**src/sv/pvcs_pkg.sv**
```systemverilog
// ----------------------------------------------------------------------------
// pvcs_pkg
// widths, register indexes and timing constants of the pump valve sequencer
// ----------------------------------------------------------------------------
package pvcs_pkg;

  localparam int SampleW   = 12;
  localparam int GearW     = 2;
  localparam int CfgIdxW   = 3;
  localparam int FaultCntW = 9;
  localparam int TicksW    = 6;

  // configuration register indexes
  typedef enum logic [CfgIdxW-1:0] {
    CFG_THR_GEAR_ONE   = 3'd0,
    CFG_THR_GEAR_TWO   = 3'd1,
    CFG_THR_GEAR_THREE = 3'd2,
    CFG_SENSOR_HIGH    = 3'd3,
    CFG_SENSOR_LOW     = 3'd4
  } cfg_idx_e;

  // register reset values
  localparam logic [SampleW-1:0] ThrGearOneRst   = 12'd480;
  localparam logic [SampleW-1:0] ThrGearTwoRst   = 12'd640;
  localparam logic [SampleW-1:0] ThrGearThreeRst = 12'd901;
  localparam logic [SampleW-1:0] SensorHighRst   = 12'd4000;
  localparam logic [SampleW-1:0] SensorLowRst    = 12'd100;

  // gear codes
  localparam logic [GearW-1:0] GearOff = 2'd0;
  localparam logic [GearW-1:0] GearOne = 2'd1;
  localparam logic [GearW-1:0] GearTwo = 2'd2;

  // fault counter drain per in-range sample
  localparam logic [FaultCntW-1:0] FaultDrain = 9'd25;

  // tick counts
  localparam logic [TicksW-1:0] PumpSettle = 6'd4;
  localparam logic [TicksW-1:0] HoldEndOne = 6'd24;  // settle plus 20 hold
  localparam logic [TicksW-1:0] HoldEndTwo = 6'd60;  // settle plus 56 hold
  localparam logic [TicksW-1:0] ValveTicks = 6'd24;

endpackage

```
**src/sv/pump_valve_cycle_sequencer.sv**
```systemverilog
// ----------------------------------------------------------------------------
// pump_valve_cycle_sequencer
// four-phase pump and valve sequencer with a leaky sensor fault counter
// ----------------------------------------------------------------------------
// Each input transaction is one control tick carrying a 12-bit pressure
// sample and a gear level, and produces exactly one output transaction with
// the drive states after that tick, the latched sensor fault flag, a
// one-shot fault event and the hold mark. The whole tick update (range
// check, fault counter, phase step) is a short combinational path from the
// state registers into the state and result registers, so one transaction
// is taken on every clock while the result register is free or being
// drained in the same cycle. in_stall_o only rises when a result waits and
// out_stall_i is high. Configuration registers are written through cfg_we_i,
// cfg_idx_i and cfg_data_i; the user must do so while the block is idle, as
// the block does not enforce it. Indexes past the last register are ignored.
// ----------------------------------------------------------------------------
module pump_valve_cycle_sequencer #(
  parameter int FAULT_COUNT_LIMIT = 400
) (
  input  logic                         clk_i,
  input  logic                         rst_ni,
  // configuration
  input  logic                         cfg_we_i,
  input  logic [pvcs_pkg::CfgIdxW-1:0] cfg_idx_i,
  input  logic [pvcs_pkg::SampleW-1:0] cfg_data_i,
  // input transactions
  input  logic                         in_valid_i,
  output logic                         in_stall_o,
  input  logic [pvcs_pkg::SampleW-1:0] pressure_sample_i,
  input  logic [pvcs_pkg::GearW-1:0]   gear_level_i,
  // output transactions
  output logic                         out_valid_o,
  input  logic                         out_stall_i,
  output logic                         pump_drive_o,
  output logic                         vent_valve_drive_o,
  output logic                         valve_s_drive_o,
  output logic                         valve_p_drive_o,
  output logic                         sensor_fault_o,
  output logic                         fault_raised_o,
  output logic                         target_reached_mark_o
);

  localparam logic [pvcs_pkg::FaultCntW-1:0] LimitC = pvcs_pkg::FaultCntW'(FAULT_COUNT_LIMIT);

  // cycle phases
  typedef enum logic [1:0] {
    PH_VENT_PUMP = 2'd0,
    PH_PUMP      = 2'd1,
    PH_VALVE_P   = 2'd2,
    PH_VALVE_S   = 2'd3
  } phase_e;

  // configuration registers
  logic [pvcs_pkg::SampleW-1:0] thr_one_q, thr_two_q, thr_three_q;
  logic [pvcs_pkg::SampleW-1:0] high_lim_q, low_lim_q;

  // tick state
  logic [pvcs_pkg::FaultCntW-1:0] fault_cnt_q, fault_cnt_d;
  logic                           latched_q, latched_d;
  phase_e                         phase_q, phase_d;
  logic [pvcs_pkg::TicksW-1:0]    ticks_q, ticks_d;
  logic                           pump_q, pump_d;
  logic                           vent_q, vent_d;
  logic                           vs_q, vs_d;
  logic                           vp_q, vp_d;

  // result register
  logic out_valid_q;
  logic raised_q, mark_q;

  // combinational tick update
  logic                           raised_d, mark_d;
  logic                           in_accept;
  logic                           out_of_range;
  logic [pvcs_pkg::SampleW-1:0]   threshold;
  logic [pvcs_pkg::FaultCntW-1:0] cnt_inc;
  logic [pvcs_pkg::FaultCntW-1:0] cnt_drain;
  logic [pvcs_pkg::TicksW-1:0]    ticks_inc;
  logic [pvcs_pkg::TicksW-1:0]    hold_end;

  // a new tick is taken whenever the result register is empty or drains now
  assign in_stall_o = out_valid_q && out_stall_i;
  assign in_accept  = in_valid_i && !in_stall_o;

  assign out_of_range = (pressure_sample_i >= high_lim_q) || (pressure_sample_i <= low_lim_q);
  assign cnt_inc      = fault_cnt_q + 9'd1;
  assign cnt_drain    = (fault_cnt_q >= pvcs_pkg::FaultDrain) ?
                        fault_cnt_q - pvcs_pkg::FaultDrain : '0;
  assign ticks_inc    = ticks_q + 6'd1;
  assign hold_end     = (phase_q == PH_VENT_PUMP) ? pvcs_pkg::HoldEndOne : pvcs_pkg::HoldEndTwo;

  // gear selects the pumping threshold
  always_comb begin
    case (gear_level_i)
      pvcs_pkg::GearOne: threshold = thr_one_q;
      pvcs_pkg::GearTwo: threshold = thr_two_q;
      default:           threshold = thr_three_q;
    endcase
  end

  always_comb begin
    fault_cnt_d = fault_cnt_q;
    latched_d   = latched_q;
    phase_d     = phase_q;
    ticks_d     = ticks_q;
    pump_d      = pump_q;
    vent_d      = vent_q;
    vs_d        = vs_q;
    vp_d        = vp_q;
    raised_d    = 1'b0;
    mark_d      = 1'b0;

    if (gear_level_i == pvcs_pkg::GearOff) begin
      // gear off: everything off, restart the cycle, fault state untouched
      pump_d  = 1'b0;
      vent_d  = 1'b0;
      vs_d    = 1'b0;
      vp_d    = 1'b0;
      ticks_d = '0;
      phase_d = PH_VENT_PUMP;
    end else begin
      // leaky fault counter
      if (out_of_range) begin
        if (cnt_inc >= LimitC) begin
          fault_cnt_d = LimitC;
          if (!latched_q) begin
            latched_d = 1'b1;
            raised_d  = 1'b1;
            pump_d    = 1'b0;
            vent_d    = 1'b0;
            vs_d      = 1'b0;
            vp_d      = 1'b0;
            ticks_d   = '0;
            phase_d   = PH_VENT_PUMP;
          end
        end else begin
          fault_cnt_d = cnt_inc;
        end
      end else begin
        fault_cnt_d = cnt_drain;
        if (cnt_drain == '0) begin
          latched_d = 1'b0;
        end
      end

      // phase step, skipped while the fault is held
      if (!latched_d) begin
        case (phase_q)
          PH_VENT_PUMP, PH_PUMP: begin
            vent_d = (phase_q == PH_VENT_PUMP);
            vs_d   = 1'b1;
            vp_d   = 1'b1;
            if ((pressure_sample_i >= threshold) || (ticks_q >= pvcs_pkg::PumpSettle)) begin
              ticks_d = ticks_inc;
              if (ticks_inc >= pvcs_pkg::PumpSettle) begin
                mark_d = 1'b1;
                pump_d = 1'b0;
                if (ticks_inc >= hold_end) begin
                  ticks_d = '0;
                  phase_d = (phase_q == PH_VENT_PUMP) ? PH_PUMP : PH_VALVE_P;
                end
              end
            end else begin
              pump_d = 1'b1;
            end
          end
          PH_VALVE_P: begin
            vs_d    = 1'b0;
            vp_d    = 1'b1;
            ticks_d = ticks_inc;
            if (ticks_inc >= pvcs_pkg::ValveTicks) begin
              ticks_d = '0;
              phase_d = PH_VALVE_S;
            end
          end
          default: begin
            vs_d    = 1'b1;
            vp_d    = 1'b0;
            ticks_d = ticks_inc;
            if (ticks_inc >= pvcs_pkg::ValveTicks) begin
              ticks_d = '0;
              phase_d = PH_VENT_PUMP;
            end
          end
        endcase
      end
    end
  end

  // configuration registers
  always_ff @(posedge clk_i or negedge rst_ni) begin
    if (!rst_ni) begin
      thr_one_q   <= pvcs_pkg::ThrGearOneRst;
      thr_two_q   <= pvcs_pkg::ThrGearTwoRst;
      thr_three_q <= pvcs_pkg::ThrGearThreeRst;
      high_lim_q  <= pvcs_pkg::SensorHighRst;
      low_lim_q   <= pvcs_pkg::SensorLowRst;
    end else if (cfg_we_i) begin
      case (cfg_idx_i)
        pvcs_pkg::CFG_THR_GEAR_ONE:   thr_one_q   <= cfg_data_i;
        pvcs_pkg::CFG_THR_GEAR_TWO:   thr_two_q   <= cfg_data_i;
        pvcs_pkg::CFG_THR_GEAR_THREE: thr_three_q <= cfg_data_i;
        pvcs_pkg::CFG_SENSOR_HIGH:    high_lim_q  <= cfg_data_i;
        pvcs_pkg::CFG_SENSOR_LOW:     low_lim_q   <= cfg_data_i;
        default: ;
      endcase
    end
  end

  // tick state, advanced once per accepted transaction
  always_ff @(posedge clk_i or negedge rst_ni) begin
    if (!rst_ni) begin
      fault_cnt_q <= '0;
      latched_q   <= 1'b0;
      phase_q     <= PH_VENT_PUMP;
      ticks_q     <= '0;
      pump_q      <= 1'b0;
      vent_q      <= 1'b0;
      vs_q        <= 1'b0;
      vp_q        <= 1'b0;
    end else if (in_accept) begin
      fault_cnt_q <= fault_cnt_d;
      latched_q   <= latched_d;
      phase_q     <= phase_d;
      ticks_q     <= ticks_d;
      pump_q      <= pump_d;
      vent_q      <= vent_d;
      vs_q        <= vs_d;
      vp_q        <= vp_d;
    end
  end

  // result valid
  always_ff @(posedge clk_i or negedge rst_ni) begin
    if (!rst_ni) begin
      out_valid_q <= 1'b0;
    end else if (in_accept) begin
      out_valid_q <= 1'b1;
    end else if (!out_stall_i) begin
      out_valid_q <= 1'b0;
    end
  end

  // one-shot flags of the result; the drives come straight from the state
  always_ff @(posedge clk_i) begin
    if (in_accept) begin
      raised_q <= raised_d;
      mark_q   <= mark_d;
    end
  end

  assign out_valid_o           = out_valid_q;
  assign pump_drive_o          = pump_q;
  assign vent_valve_drive_o    = vent_q;
  assign valve_s_drive_o       = vs_q;
  assign valve_p_drive_o       = vp_q;
  assign sensor_fault_o        = latched_q;
  assign fault_raised_o        = raised_q;
  assign target_reached_mark_o = mark_q;

endmodule

```
**config.mk**
```make
export PLATFORM = sky130hd
export DESIGN_NAME = pump_valve_cycle_sequencer
export DESIGN_NICKNAME = d
export VERILOG_FILES = /design/src/sv/pvcs_pkg.sv /design/src/sv/pump_valve_cycle_sequencer.sv
export SDC_FILE = /design/constraint.sdc
export NUM_CORES = 1
export LEC_CHECK = 0
export BUFFER_PORTS_ARGS = -buffer_cell sky130_fd_sc_hd__buf_4
export CORE_MARGIN = 1
export CORE_UTILIZATION = 50
export DETAILED_ROUTE_END_ITERATION = 6
export MAX_ROUTING_LAYER = met4
export PLACE_DENSITY = 0.69
export SYNTH_ARGS = -nofsm -noshare
export SYNTH_HDL_FRONTEND = slang
export SYNTH_SLANG_ARGS = --single-unit
```
**constraint.sdc**
```tcl
create_clock -name clk_i -period 3.86 [get_ports clk_i]
set_clock_uncertainty 0.15 [all_clocks]
set_input_delay 0.772 -clock clk_i [delete_from_list [all_inputs] [get_ports clk_i]]
set_output_delay 0.772 -clock clk_i [all_outputs]
set_load 0.01 [all_outputs]
```
# After elaboration in Yosys (flattened, before gate mapping)
# Cells that the tools add are included.
[totals]
ff_bits = 85
out_inout_bits = 9
[classes]
n_bitwise = 5
n_lt_le_gt_ge = 9
n_mux = 58
n_reduce_logical = 20
add_sub_neg = 3
n_eq_ne = 12
[ops]
columns = ["cell", "count"]
rows = [
  ["6-bit 2-to-1 mux", 11],
  ["1-bit 2-to-1 mux", 31],
  ["9-bit 2-to-1 mux", 3],
  ["12-bit greater-or-equal comparator", 2],
  ["12-bit one-hot mux with 2 select lines", 1],
  ["2-bit 2-to-1 mux", 11],
  ["6-bit by 3-bit greater-or-equal comparator with 1-bit output (second input constant)", 2],
  ["12-bit <= comparator", 1],
  ["2-bit AND reduction", 6],
  ["9-bit by 1-bit adder with 9-bit output (second input constant)", 1],
  ["9-bit by 5-bit greater-or-equal comparator with 1-bit output (second input constant)", 1],
  ["9-bit greater-or-equal comparator (second input constant)", 1],
  ["9-bit logical NOT", 1],
  ["3-bit inequality test (second input constant)", 3],
  ["9-bit by 5-bit subtractor with 9-bit output (second input constant)", 1],
  ["6-bit by 1-bit adder with 6-bit output (second input constant)", 1],
  ["3-bit by 2-bit equality test with 1-bit output (second input constant)", 2],
  ["6-bit by 5-bit greater-or-equal comparator with 1-bit output (second input constant)", 1],
  ["6-bit greater-or-equal comparator", 1],
  ["3-bit OR reduction", 2],
  ["1-bit inverter", 5],
  ["2-bit by 1-bit equality test with 1-bit output (second input constant)", 2],
  ["2-bit equality test (second input constant)", 2],
  ["2-bit logical NOT", 2],
  ["11 further kinds", 13],
]

# Depth between registers and ports, before layout
# Gate-level depths: netlist of run 1.
[depth]
depth_word = 10
depth_mapped = 15
ltp_nobuf = 14

# Least setup slack after synthesis of run 1
# OpenSTA, ideal clock, no wires.
[synth_path]
kind = "input-to-reg"
start = "input gear_level_i[0] in the netlist's numbering"
end = "register pump_q (netlist: pump_drive_o)"
required_time_ps = 3588
arrival_ps = 3359
stages = 15
setup_slack_ps = 230
n_path_buf = 1
cell_sequence = "inv_1 ha_1 clkbuf_1 a22oi_1 nand2_1 o21ai_0 ha_1 and3_1 o2111a_1 o31ai_1 a22oi_1 and2_1 nand2_1 or3_1 a32o_1"
[synth_via]
elab_chain_cells = 8
word_cells_on_any_way = 10
cone_classes = "order compare: 1; eq/ne: 2; mux: 5; reduce/logical: 2"
[synth_lines]
columns = ["element", "line_no", "text"]
rows = [
  ["start, declared", "pump_valve_cycle_sequencer.sv:30", "input logic [pvcs_pkg::GearW-1:0] gear_level_i,"],
  ["2-bit equality test / 2-bit by 1-bit equality test with 1-bit output (equally long branches)", "pump_valve_cycle_sequencer.sv:94", "case (gear_level_i)"],
  ["12-bit one-hot mux with 2 select lines", "pump_valve_cycle_sequencer.sv:94", ""],
  ["12-bit greater-or-equal comparator", "pump_valve_cycle_sequencer.sv:153", "if ((pressure_sample_i >= threshold) || (ticks_q >= pvcs_pkg::PumpSettle)) begin"],
  ["1-bit logical OR", "pump_valve_cycle_sequencer.sv:153", ""],
  ["1-bit 2-to-1 mux", "pump_valve_cycle_sequencer.sv:153", ""],
  ["1-bit 2-to-1 mux", "pump_valve_cycle_sequencer.sv:148", "case (phase_q)"],
  ["1-bit 2-to-1 mux", "pump_valve_cycle_sequencer.sv:147", "if (!latched_d) begin"],
  ["1-bit 2-to-1 mux (*)", "pump_valve_cycle_sequencer.sv:113", "if (gear_level_i == pvcs_pkg::GearOff) begin"],
  ["end signal, assigned", "pump_valve_cycle_sequencer.sv:226", "pump_q <= pump_d;"],
  ["end, declared", "pump_valve_cycle_sequencer.sv:62", "logic pump_q, pump_d;"],
]
# Every way passes the cells marked *; elsewhere a longest branch is shown, timed or not.
# A chain may end at the register's enable or synchronous reset.

# Final worst setup path of run 1
# Same ends and word-level chain as after synthesis.

==> flow_summary.yaml, run 1 <==
drt:
  drtIter0Drc: 225
  vias: 4352
  drt_wl_total_mm: 12.2
  post_drt_via_cell_ratio: 5.89
  drc: 0
  drtPass1Iterations: 5
  final_antenna_net_count: 0
  drt-wirelength-per-cell_um: 16.6
sta:
  finalMaxSlewViolations: 0
  fin_tns_setup_ns: 0
  rsz0062_at_grt: "no"
  setup_viol: 0
  hold_slack_ns: 0.352
  fin_crit_ns: 3.48
  relSlewSlack_pct: 30.2
  tightest_slew_ns: 1.05
  fmax_mhz: 287
  fin_crit_sh_pct: 90.1
  hold_viol: 0
clock_tree:
  cts_root_buf: "clkbuf_8"
  cts_buffer_depth: 2
  clkSlewWorstSetupHoldPaths_ns: 0.09
  cts_setup_buffers: 0
  htreeDepth: 3
  clk_latency_ns: 0.37
  tritoncts: "yes"
  ctsResizeCount: 0
  cts_num_sinks: 85
  holdBufCountCts: 0
  cts_inserted_buffers: 9
global_routing:
  grtUsageTotal_pct: 24.2
  grt_pass1_vias: 4220
  grt_max_degree: 84
  grt_overflow: 0
  grt_pass1_wl_mm: 20.6
  antenna_found_initial: 0
cells_and_area:
  stdcell_count: 739
  antennaDiodeCount: 0
  multi_input_area_um2: 2960
  drive_gt1_share_pct: 24.5
  regArea_um2: 2160
  fill_cells: 915
  area_growth_syn_to_layout_pct: 12.5
  layout.nets: 678
logic_synthesis:
  synth_area_leader_cell: "dfrtp_1"
  synthTopCellsByCount: "dfrtp_1 (63), nand2_1 (63), mux2_2 (49), ha_1 (46), inv_1 (44)"
  yosysWarnings: 0
  synth_area_um2: 5400
  synth_nets: 642
  synth_area_leaders: "dfrtp_1 (29%), ha_1 (11%), mux2_2 (10%)"
  ys_types: 66
  postSynthAreaPerCell_um2: 9.61
  synth_top_area_share_pct: 29.2
  ys.flop_type: "dfrtp_1"
  seq_area_frac_synth_pct: 40.0
  synthArstFlopShare_pct: 97.6
  synth-edff-count: 2
  ys_ff_latch: 85
  synth_cells: 562
setup_path:
  critPathTopFamily: "compound AO/OA/AOI/OAI gates"
  cp.arrival_ns: 3.60
  cp.required_ns: 3.98
  cp_slowest_stage_delay_ns: 0.59
  critPathMostFrequentCell: "ha_1"
  path_class: "in -> reg"
  cp_cell_sequence: "buf_4 > inv_1 > ha_1 > o21ai_0 > ha_1 > and3_1 > o2111a_1 > o31ai_1 > a22oi_1 > and2_1 > nand2_1 > or3_1 > a32o_1"
  slowest_stage: "ha_1"
  cp-end-kind: "flop"
  cp_max_fo: 19
  cp_num_buf_inv: 2
  cp-start-kind: "input pin"
outcome:
  status: "completed"
pwr:
  powerDensity_nw_per_um2: 548
  irDropWorstVdd_mv: 0.305
  leakagePower_nw: 2.72
  power_mw: 3.33
worst_hold_path:
  hp-class: "reg -> reg"
floorplan:
  initial_utilization_pct: 51.8
  die_h_um: 106
  dieArea_um2: 11200
  pin_count: 43
  die_w_um: 106
  core.rowCount: 37
  core_area_um2: 10400
place:
  dp.cells: 723
  gp_congestion: 0.873
  io_buffer_count: 42
  dp_hpwl_mm: 9.04
job:
  max-cap-violations: 0
worst min-delay path, cell delays in order (launching register included):
cell	delay, ns
dfrtp_1	0.35
nand2_1	0.04
o21ai_0	0.07
stage by stage:
step	worst slack, ns	area [um^2]	util [%]
after detailed placement	0.0764	5850	56.2
after CTS	0.414	6070	58.3
final	0.381	6070	58.3
after global placement	0.196	5850	56.2
after global routing	0.185	6070	58.3
after floorplan	0.230	5400	-
placed cells by master (no fill, tap or decap), types with 4 or more instances in the layout:
master	netlist	routed
a211oi_1	8	8
o22ai_1	5	5
dfrtp_1	63	63
a22oi_1	14	14
buf_4	1	52
nor2b_1	5	5
nand3_1	13	13
nand2b_1	4	4
mux2_2	49	49
nand4_1	10	10
and3_1	4	4
nor2_1	24	24
ha_1	46	46
clkbuf_8	0	11
dfstp_2	20	20
a21o_1	7	7
a31oi_1	6	6
o31ai_1	4	4
a211o_1	4	4
nor3_1	9	8
inv_1	44	44
or3_1	4	4
a21oi_1	20	20
o21ai_0	40	40
nand2_1	63	63
state kept, by name (all words and copies together), names as in the netlist, 2 cells and up:
signal and cells:
thr_one_q 12, thr_three_q 12, ticks_q 6, thr_two_q 12
high_lim_q 12, low_lim_q 12, phase_q 2, fault_cnt_q 9
logic make-up (layout without fill, tap and decap cells):
| group | Yosys count | in the layout | share of synthesized area [%] |
|---|---|---|---|
| AOI/OAI and AO/OA | 145 | 145 | 18.1 |
| and+or+nand+nor | 158 | 158 | 14.3 |
| adders and majority gates | 46 | 46 | 10.7 |
| DFF | 85 | 85 | 40.0 |
| muxes | 52 | 52 | 10.8 |
| xor gates and xnor gates | 5 | 5 | 0.811 |
| buffers and inverters | 71 | 112 | 5.28 |
final cells by class:
cell class / instances / share of cell area [%]
clock buffers: 12 / 2.55
clock inverters: 4 / 1.15
inverters: 44 / 2.72
multi-input cells: 406 / 48.8
flip-flops and latches: 85 / 35.6
well taps: 136 / 2.80
repair buffers: 52 / 6.43
where the power goes:
group          switching, mW  internal, mW  total [mW]
Sequential             0.236          1.14        1.38
Combinational          0.658         0.569        1.23
Clock                  0.326         0.398       0.724
Total                   1.22          2.11        3.33
worst paths after layout:
check / cells past startpoint / startpoint / slack, ns / to
max reg2reg: 9 / fault_cnt_q[0] / 0.62 / pump_drive_o
min in group asynchronous: 1 / rst_ni / 0.40 / ticks_q[4]
min: 2 / valve_p_drive_o / 0.35 / valve_p_drive_o
max: 13 / gear_level_i[0] / 0.38 / pump_drive_o
min reg2reg: 2 / valve_p_drive_o / 0.35 / valve_p_drive_o
max in group asynchronous: 1 / rst_ni / 2.45 / thr_two_q[6]
metal layers:
layer | global-route usage [%] | wire, um | share of wire, %
met5 | - | 0 | 0
met4 | 10.7 | 282 | 2.3
met3 | 3.43 | 405 | 3.3
met2 | 38.3 | 5940 | 49
met1 | 31.0 | 5600 | 46
Power figures use the tool's default switching activity.
==> inputs of run 2 (changes only) <==
--- a/config.mk
+++ b/config.mk
@@ -5,12 +5,13 @@
 export SDC_FILE = /design/constraint.sdc
 export NUM_CORES = 1
 export LEC_CHECK = 0
-export BUFFER_PORTS_ARGS = -buffer_cell sky130_fd_sc_hd__buf_4
 export CORE_MARGIN = 1
 export CORE_UTILIZATION = 50
 export DETAILED_ROUTE_END_ITERATION = 6
+export DONT_BUFFER_PORTS = 1
 export MAX_ROUTING_LAYER = met4
-export PLACE_DENSITY = 0.69
+export PLACE_DENSITY = 0.66
+export REMOVE_ABC_BUFFERS = 1
 export SYNTH_ARGS = -nofsm -noshare
 export SYNTH_HDL_FRONTEND = slang
 export SYNTH_SLANG_ARGS = --single-unit
==> flow_summary.yaml, run 2 (synthesized netlist as in run 1, its figures left out) <==
clock_tree:
  tritoncts: "yes"
  cts_root_buf: "clkbuf_8"
  cts_inserted_buffers: 9
  clkSlewWorstSetupHoldPaths_ns: 0.10
  cts_num_sinks: 85
  ctsResizeCount: 0
  htreeDepth: 3
  clk_latency_ns: 0.38
  cts_buffer_depth: 2
sta:
  tightest_slew_ns: 0.843
  hold_viol: 0
  setup_viol: 0
  fin_crit_sh_pct: 86.9
  hold_slack_ns: 0.0780
  fin_tns_setup_ns: 0
  rsz0062_at_grt: "no"
  fin_crit_ns: 3.36
  finalMaxSlewViolations: 0
  fmax_mhz: 298
  relSlewSlack_pct: 43.6
cells_and_area:
  stdcell_count: 696
  drive_gt1_share_pct: 18.9
  final_cell_mix: "nand2_1 (63), dfrtp_1 (63), mux2_2 (49)"
  antennaDiodeCount: 0
  area_growth_syn_to_layout_pct: 6.54
  fill_cells: 910
  layout.nets: 635
global_routing:
  grtUsageTotal_pct: 25.7
  antenna_found_initial: 0
  grt_pass1_wl_mm: 21.7
  grt_max_degree: 64
  grt_overflow: 0
  grt_pass1_vias: 4262
worst_hold_path:
  hp-class: "in -> async"
setup_path:
  cp_max_fo: 7
  cp.arrival_ns: 3.48
  path_class: "reg -> reg"
  cp.required_ns: 3.99
  cp-start-kind: "flop"
  cp-end-kind: "flop"
drt:
  post_drt_via_cell_ratio: 6.11
  final_antenna_net_count: 0
  drtPass1Iterations: 5
  vias: 4250
  drc: 0
  drtIter0Drc: 187
  drt-wirelength-per-cell_um: 18.2
  drt_wl_total_mm: 12.7
pwr:
  leakagePower_nw: 2.50
  irDropWorstVdd_mv: 0.371
  powerDensity_nw_per_um2: 557
job:
  max-cap-violations: 0
floorplan:
  core_area_um2: 10400
  initial_utilization_pct: 51.8
  pin_count: 43
  die_h_um: 106
  die_w_um: 106
  core.rowCount: 37
  dieArea_um2: 11200
outcome:
  status: "completed"
place:
  gp_congestion: 0.886
  dp.cells: 679
  io_buffer_count: 0
  dp_hpwl_mm: 9.10
run 2: worst paths after layout:
path	start	endpoint	slack (ns)	cells after the start
worst min-delay path	rst_ni	thr_three_q[2]	0.08	0
min in group clk_i	in_valid_i	out_valid_o	0.35	1
worst max register to register	low_lim_q[6]	ticks_q[2]	0.50	10
worst max-delay path	low_lim_q[6]	ticks_q[2]	0.50	10
worst min register to register	thr_three_q[11]	thr_three_q[11]	0.36	1
max in group asynchronous	rst_ni	low_lim_q[8]	3.18	1
run 2: metal layers:
layer	share of wire (%)	global-route usage, %	up-vias
li1	-	-	2034
met1	44	31.5	2077
met2	49	41.8	116
met3	5.3	6.44	23
met4	2.1	8.33	0
met5	0	-	-
run 2: cell type report:
cell class | instances | area (um^2) | area share, %
Multi-Input combinational cell | 406 | 2960 | 51.5
Sequential cell | 85 | 2160 | 37.6
Tap cell | 136 | 170 | 2.96
Inverter | 44 | 165 | 2.87
Clock buffer | 9 | 124 | 2.15
Timing Repair Buffer | 9 | 87.6 | 1.52
Clock inverter | 7 | 81.3 | 1.41
run 2: report_power, final:
part | total [mW] | switching [mW] | internal (mW)
Clock | 0.666 | 0.357 | 0.309
Sequential | 1.39 | 0.251 | 1.14
Combinational | 1.14 | 0.628 | 0.513
run 2: timing repair:
action                                  4_1_cts  5_1_grt
endpoints found under the setup margin        0        0
hold endpoints to repair                     63        0
setup buffers                                 0        0
hold buffers                                  1        0
run 2: worst max-delay path, stage by stage, from the launching register on:
cell and delay [ns]:
dfstp_2 0.53, inv_1 0.05, ha_1 0.30, a21o_1 0.19
a21oi_1 0.18, a21oi_1 0.13, or4_1 0.63, a211oi_1 0.46
o21ai_0 0.25, and2_1 0.22, o22a_1 0.17
run 2: through the flow:
step	power [mW]	setup slack [ns]	utilization [%]	cell area, um^2
after floorplan	2.21	0.238	-	5280
after global placement	2.48	0.272	53.0	5520
after detailed placement	2.52	0.142	53.0	5520
after CTS	3.22	0.511	55.2	5750
after global routing	3.45	0.263	55.2	5750
final	3.20	0.505	55.2	5750
==> inputs of run 3 (changes only) <==
--- a/config.mk
+++ b/config.mk
@@ -11,7 +11,6 @@
 export DONT_BUFFER_PORTS = 1
 export MAX_ROUTING_LAYER = met4
 export PLACE_DENSITY = 0.66
-export REMOVE_ABC_BUFFERS = 1
 export SYNTH_ARGS = -nofsm -noshare
 export SYNTH_HDL_FRONTEND = slang
 export SYNTH_SLANG_ARGS = --single-unit
==> flow_summary.yaml, run 3 (synthesized netlist as in run 1, its figures left out) <==
drt:
  drtPass1Iterations: 4
  vias: 4191
  drt-wirelength-per-cell_um: 18.2
  drt_wl_total_mm: 12.6
  final_antenna_net_count: 0
  drc: 0
  drtIter0Drc: 218
  post_drt_via_cell_ratio: 6.03
clock_tree:
  clkSlewWorstSetupHoldPaths_ns: 0.09
  cts_buffer_depth: 2
  cts_root_buf: "clkbuf_8"
  clk_latency_ns: 0.36
  tritoncts: "yes"
  htreeDepth: 3
  cts_inserted_buffers: 9
  ctsResizeCount: 0
  cts_num_sinks: 85
  cts_setup_buffers: 0
floorplan:
  pin_count: 43
  die_h_um: 106
  die_w_um: 106
  initial_utilization_pct: 51.8
  dieArea_um2: 11200
  core_area_um2: 10400
  core.rowCount: 37
sta:
  final.setup.worst_slack_ns: 0.475
  fin_crit_ns: 3.39
  relSlewSlack_pct: 27.9
  setup_viol: 0
  hold_slack_ns: 0.102
  fin_crit_sh_pct: 87.7
  hold_viol: 0
  rsz0062_at_grt: "no"
  finalMaxSlewViolations: 0
  fin_tns_setup_ns: 0
  tightest_slew_ns: 1.08
  fmax_mhz: 295
global_routing:
  grt_pass1_wl_mm: 21.2
  antenna_found_initial: 0
  grt_overflow: 0
  grtUsageTotal_pct: 24.9
  grt_pass1_vias: 4276
  grt_max_degree: 64
cells_and_area:
  drive_gt1_share_pct: 18.8
  antennaDiodeCount: 0
  layout.nets: 634
  final_cell_mix: "nand2_1 (63), dfrtp_1 (63), mux2_2 (49)"
  fin_area_um2: 5720
  area_growth_syn_to_layout_pct: 5.86
  fill_cells: 934
setup_path:
  cp_slowest_stage_delay_ns: 0.53
  path_class: "reg -> reg"
  cp_max_fo: 17
  cp-start-kind: "flop"
  cp_cell_sequence: "inv_1 > ha_1 > nand4_1 > nor3_1 > a2111oi_0 > o21a_1 > a21oi_2 > o22a_2 > or3_1 > a32o_1"
  cp.required_ns: 3.97
  cp-end-kind: "flop"
  slowest_stage: "dfstp_2"
  cp.arrival_ns: 3.50
place:
  io_buffer_count: 0
  dp_hpwl_mm: 9.13
  place_ws_ns: 0.227
  gp_congestion: 0.867
  dpl_cell_area_um2: 5510
job:
  max-cap-violations: 0
worst_hold_path:
  hp-class: "in -> async"
pwr:
  clockPowerShare_pct: 18.6
  p_sw_share_pct: 38.8
  powerDensity_nw_per_um2: 545
  p_switching_mw: 1.21
  irDropWorstVdd_mv: 0.253
  share_seq_of_total_power_pct: 44.9
  combPwrFrac_pct: 36.5
  internal_power_mw: 1.91
  leakagePower_nw: 2.48
outcome:
  status: "completed"
[run 3: cell count changes in the layout (fill, tap and decap cells not counted), sizes merged]
cell / before / now
clkbuf: 9 / 10
buf: 9 / 8
inv: 47 / 44
bufinv: 1 / 0
clkinv: 1 / 4
[run 3: layer usage]
layer	vias up	GRT usage [%]	part of all wire [%]
met5	-	-	0
met4	0	7.84	2.0
met3	24	5.52	5.3
met2	115	41.3	49
met1	2030	30.3	43
li1	2022	-	-
[run 3: power by group through the flow]
stage	logic, mW	registers (mW)	clock network (mW)
2_1_floorplan	1.00	1.26	0
3_3_place_gp	1.06	1.40	0
3_5_place_dp	1.11	1.41	0
4_1_cts	1.14	1.39	0.597
5_1_grt	1.29	1.44	0.628
6_report	1.14	1.40	0.579
[run 3: critical path, delay by kind of cell (launching register included)]
family	cells	cell delay, ns
AO/OA/AOI/OAI	5	1.65
AND/OR/NAND/NOR	3	0.61
flip-flops	1	0.53
adder cells (fa/ha/maj)	1	0.30
buffers and inverters	1	0.05
[run 3: cell type report]
type	count	area, um^2	area share (%)
multi-input combinational	406	2960	51.8
clock inverter	6	38.8	0.679
inverter	44	165	2.89
clock buffer	10	138	2.41
tap	136	170	2.98
timing repair buffer	8	80.1	1.40
sequential	85	2160	37.8
[run 3: stage by stage]
step                std cells  util (%)  power, mW
finish                    695      54.9       3.11
detailed placement        678      52.9       2.52
floorplan                 562         -       2.26
CTS                       695      54.9       3.12
global route              695      54.9       3.35
global placement          678      52.9       2.47
[run 3: path summary, 6_finish.rpt]
kind                               from             to  slack (ns)  cells after the start
max                        low_lim_q[6]   pump_drive_o        0.47                     10
min                              rst_ni  high_lim_q[9]        0.10                      0
max reg2reg                low_lim_q[6]   pump_drive_o        0.47                     10
min reg2reg                low_lim_q[2]   low_lim_q[2]        0.36                      2
max in group asynchronous        rst_ni   thr_two_q[5]        3.13                      1
min in group clk_i         low_lim_q[2]   low_lim_q[2]        0.36                      2
[run 3: repair_timing]
item,4_1_cts,5_1_grt
hold buffers,1,0
hold endpoints to repair,63,0
setup endpoints to repair,0,0
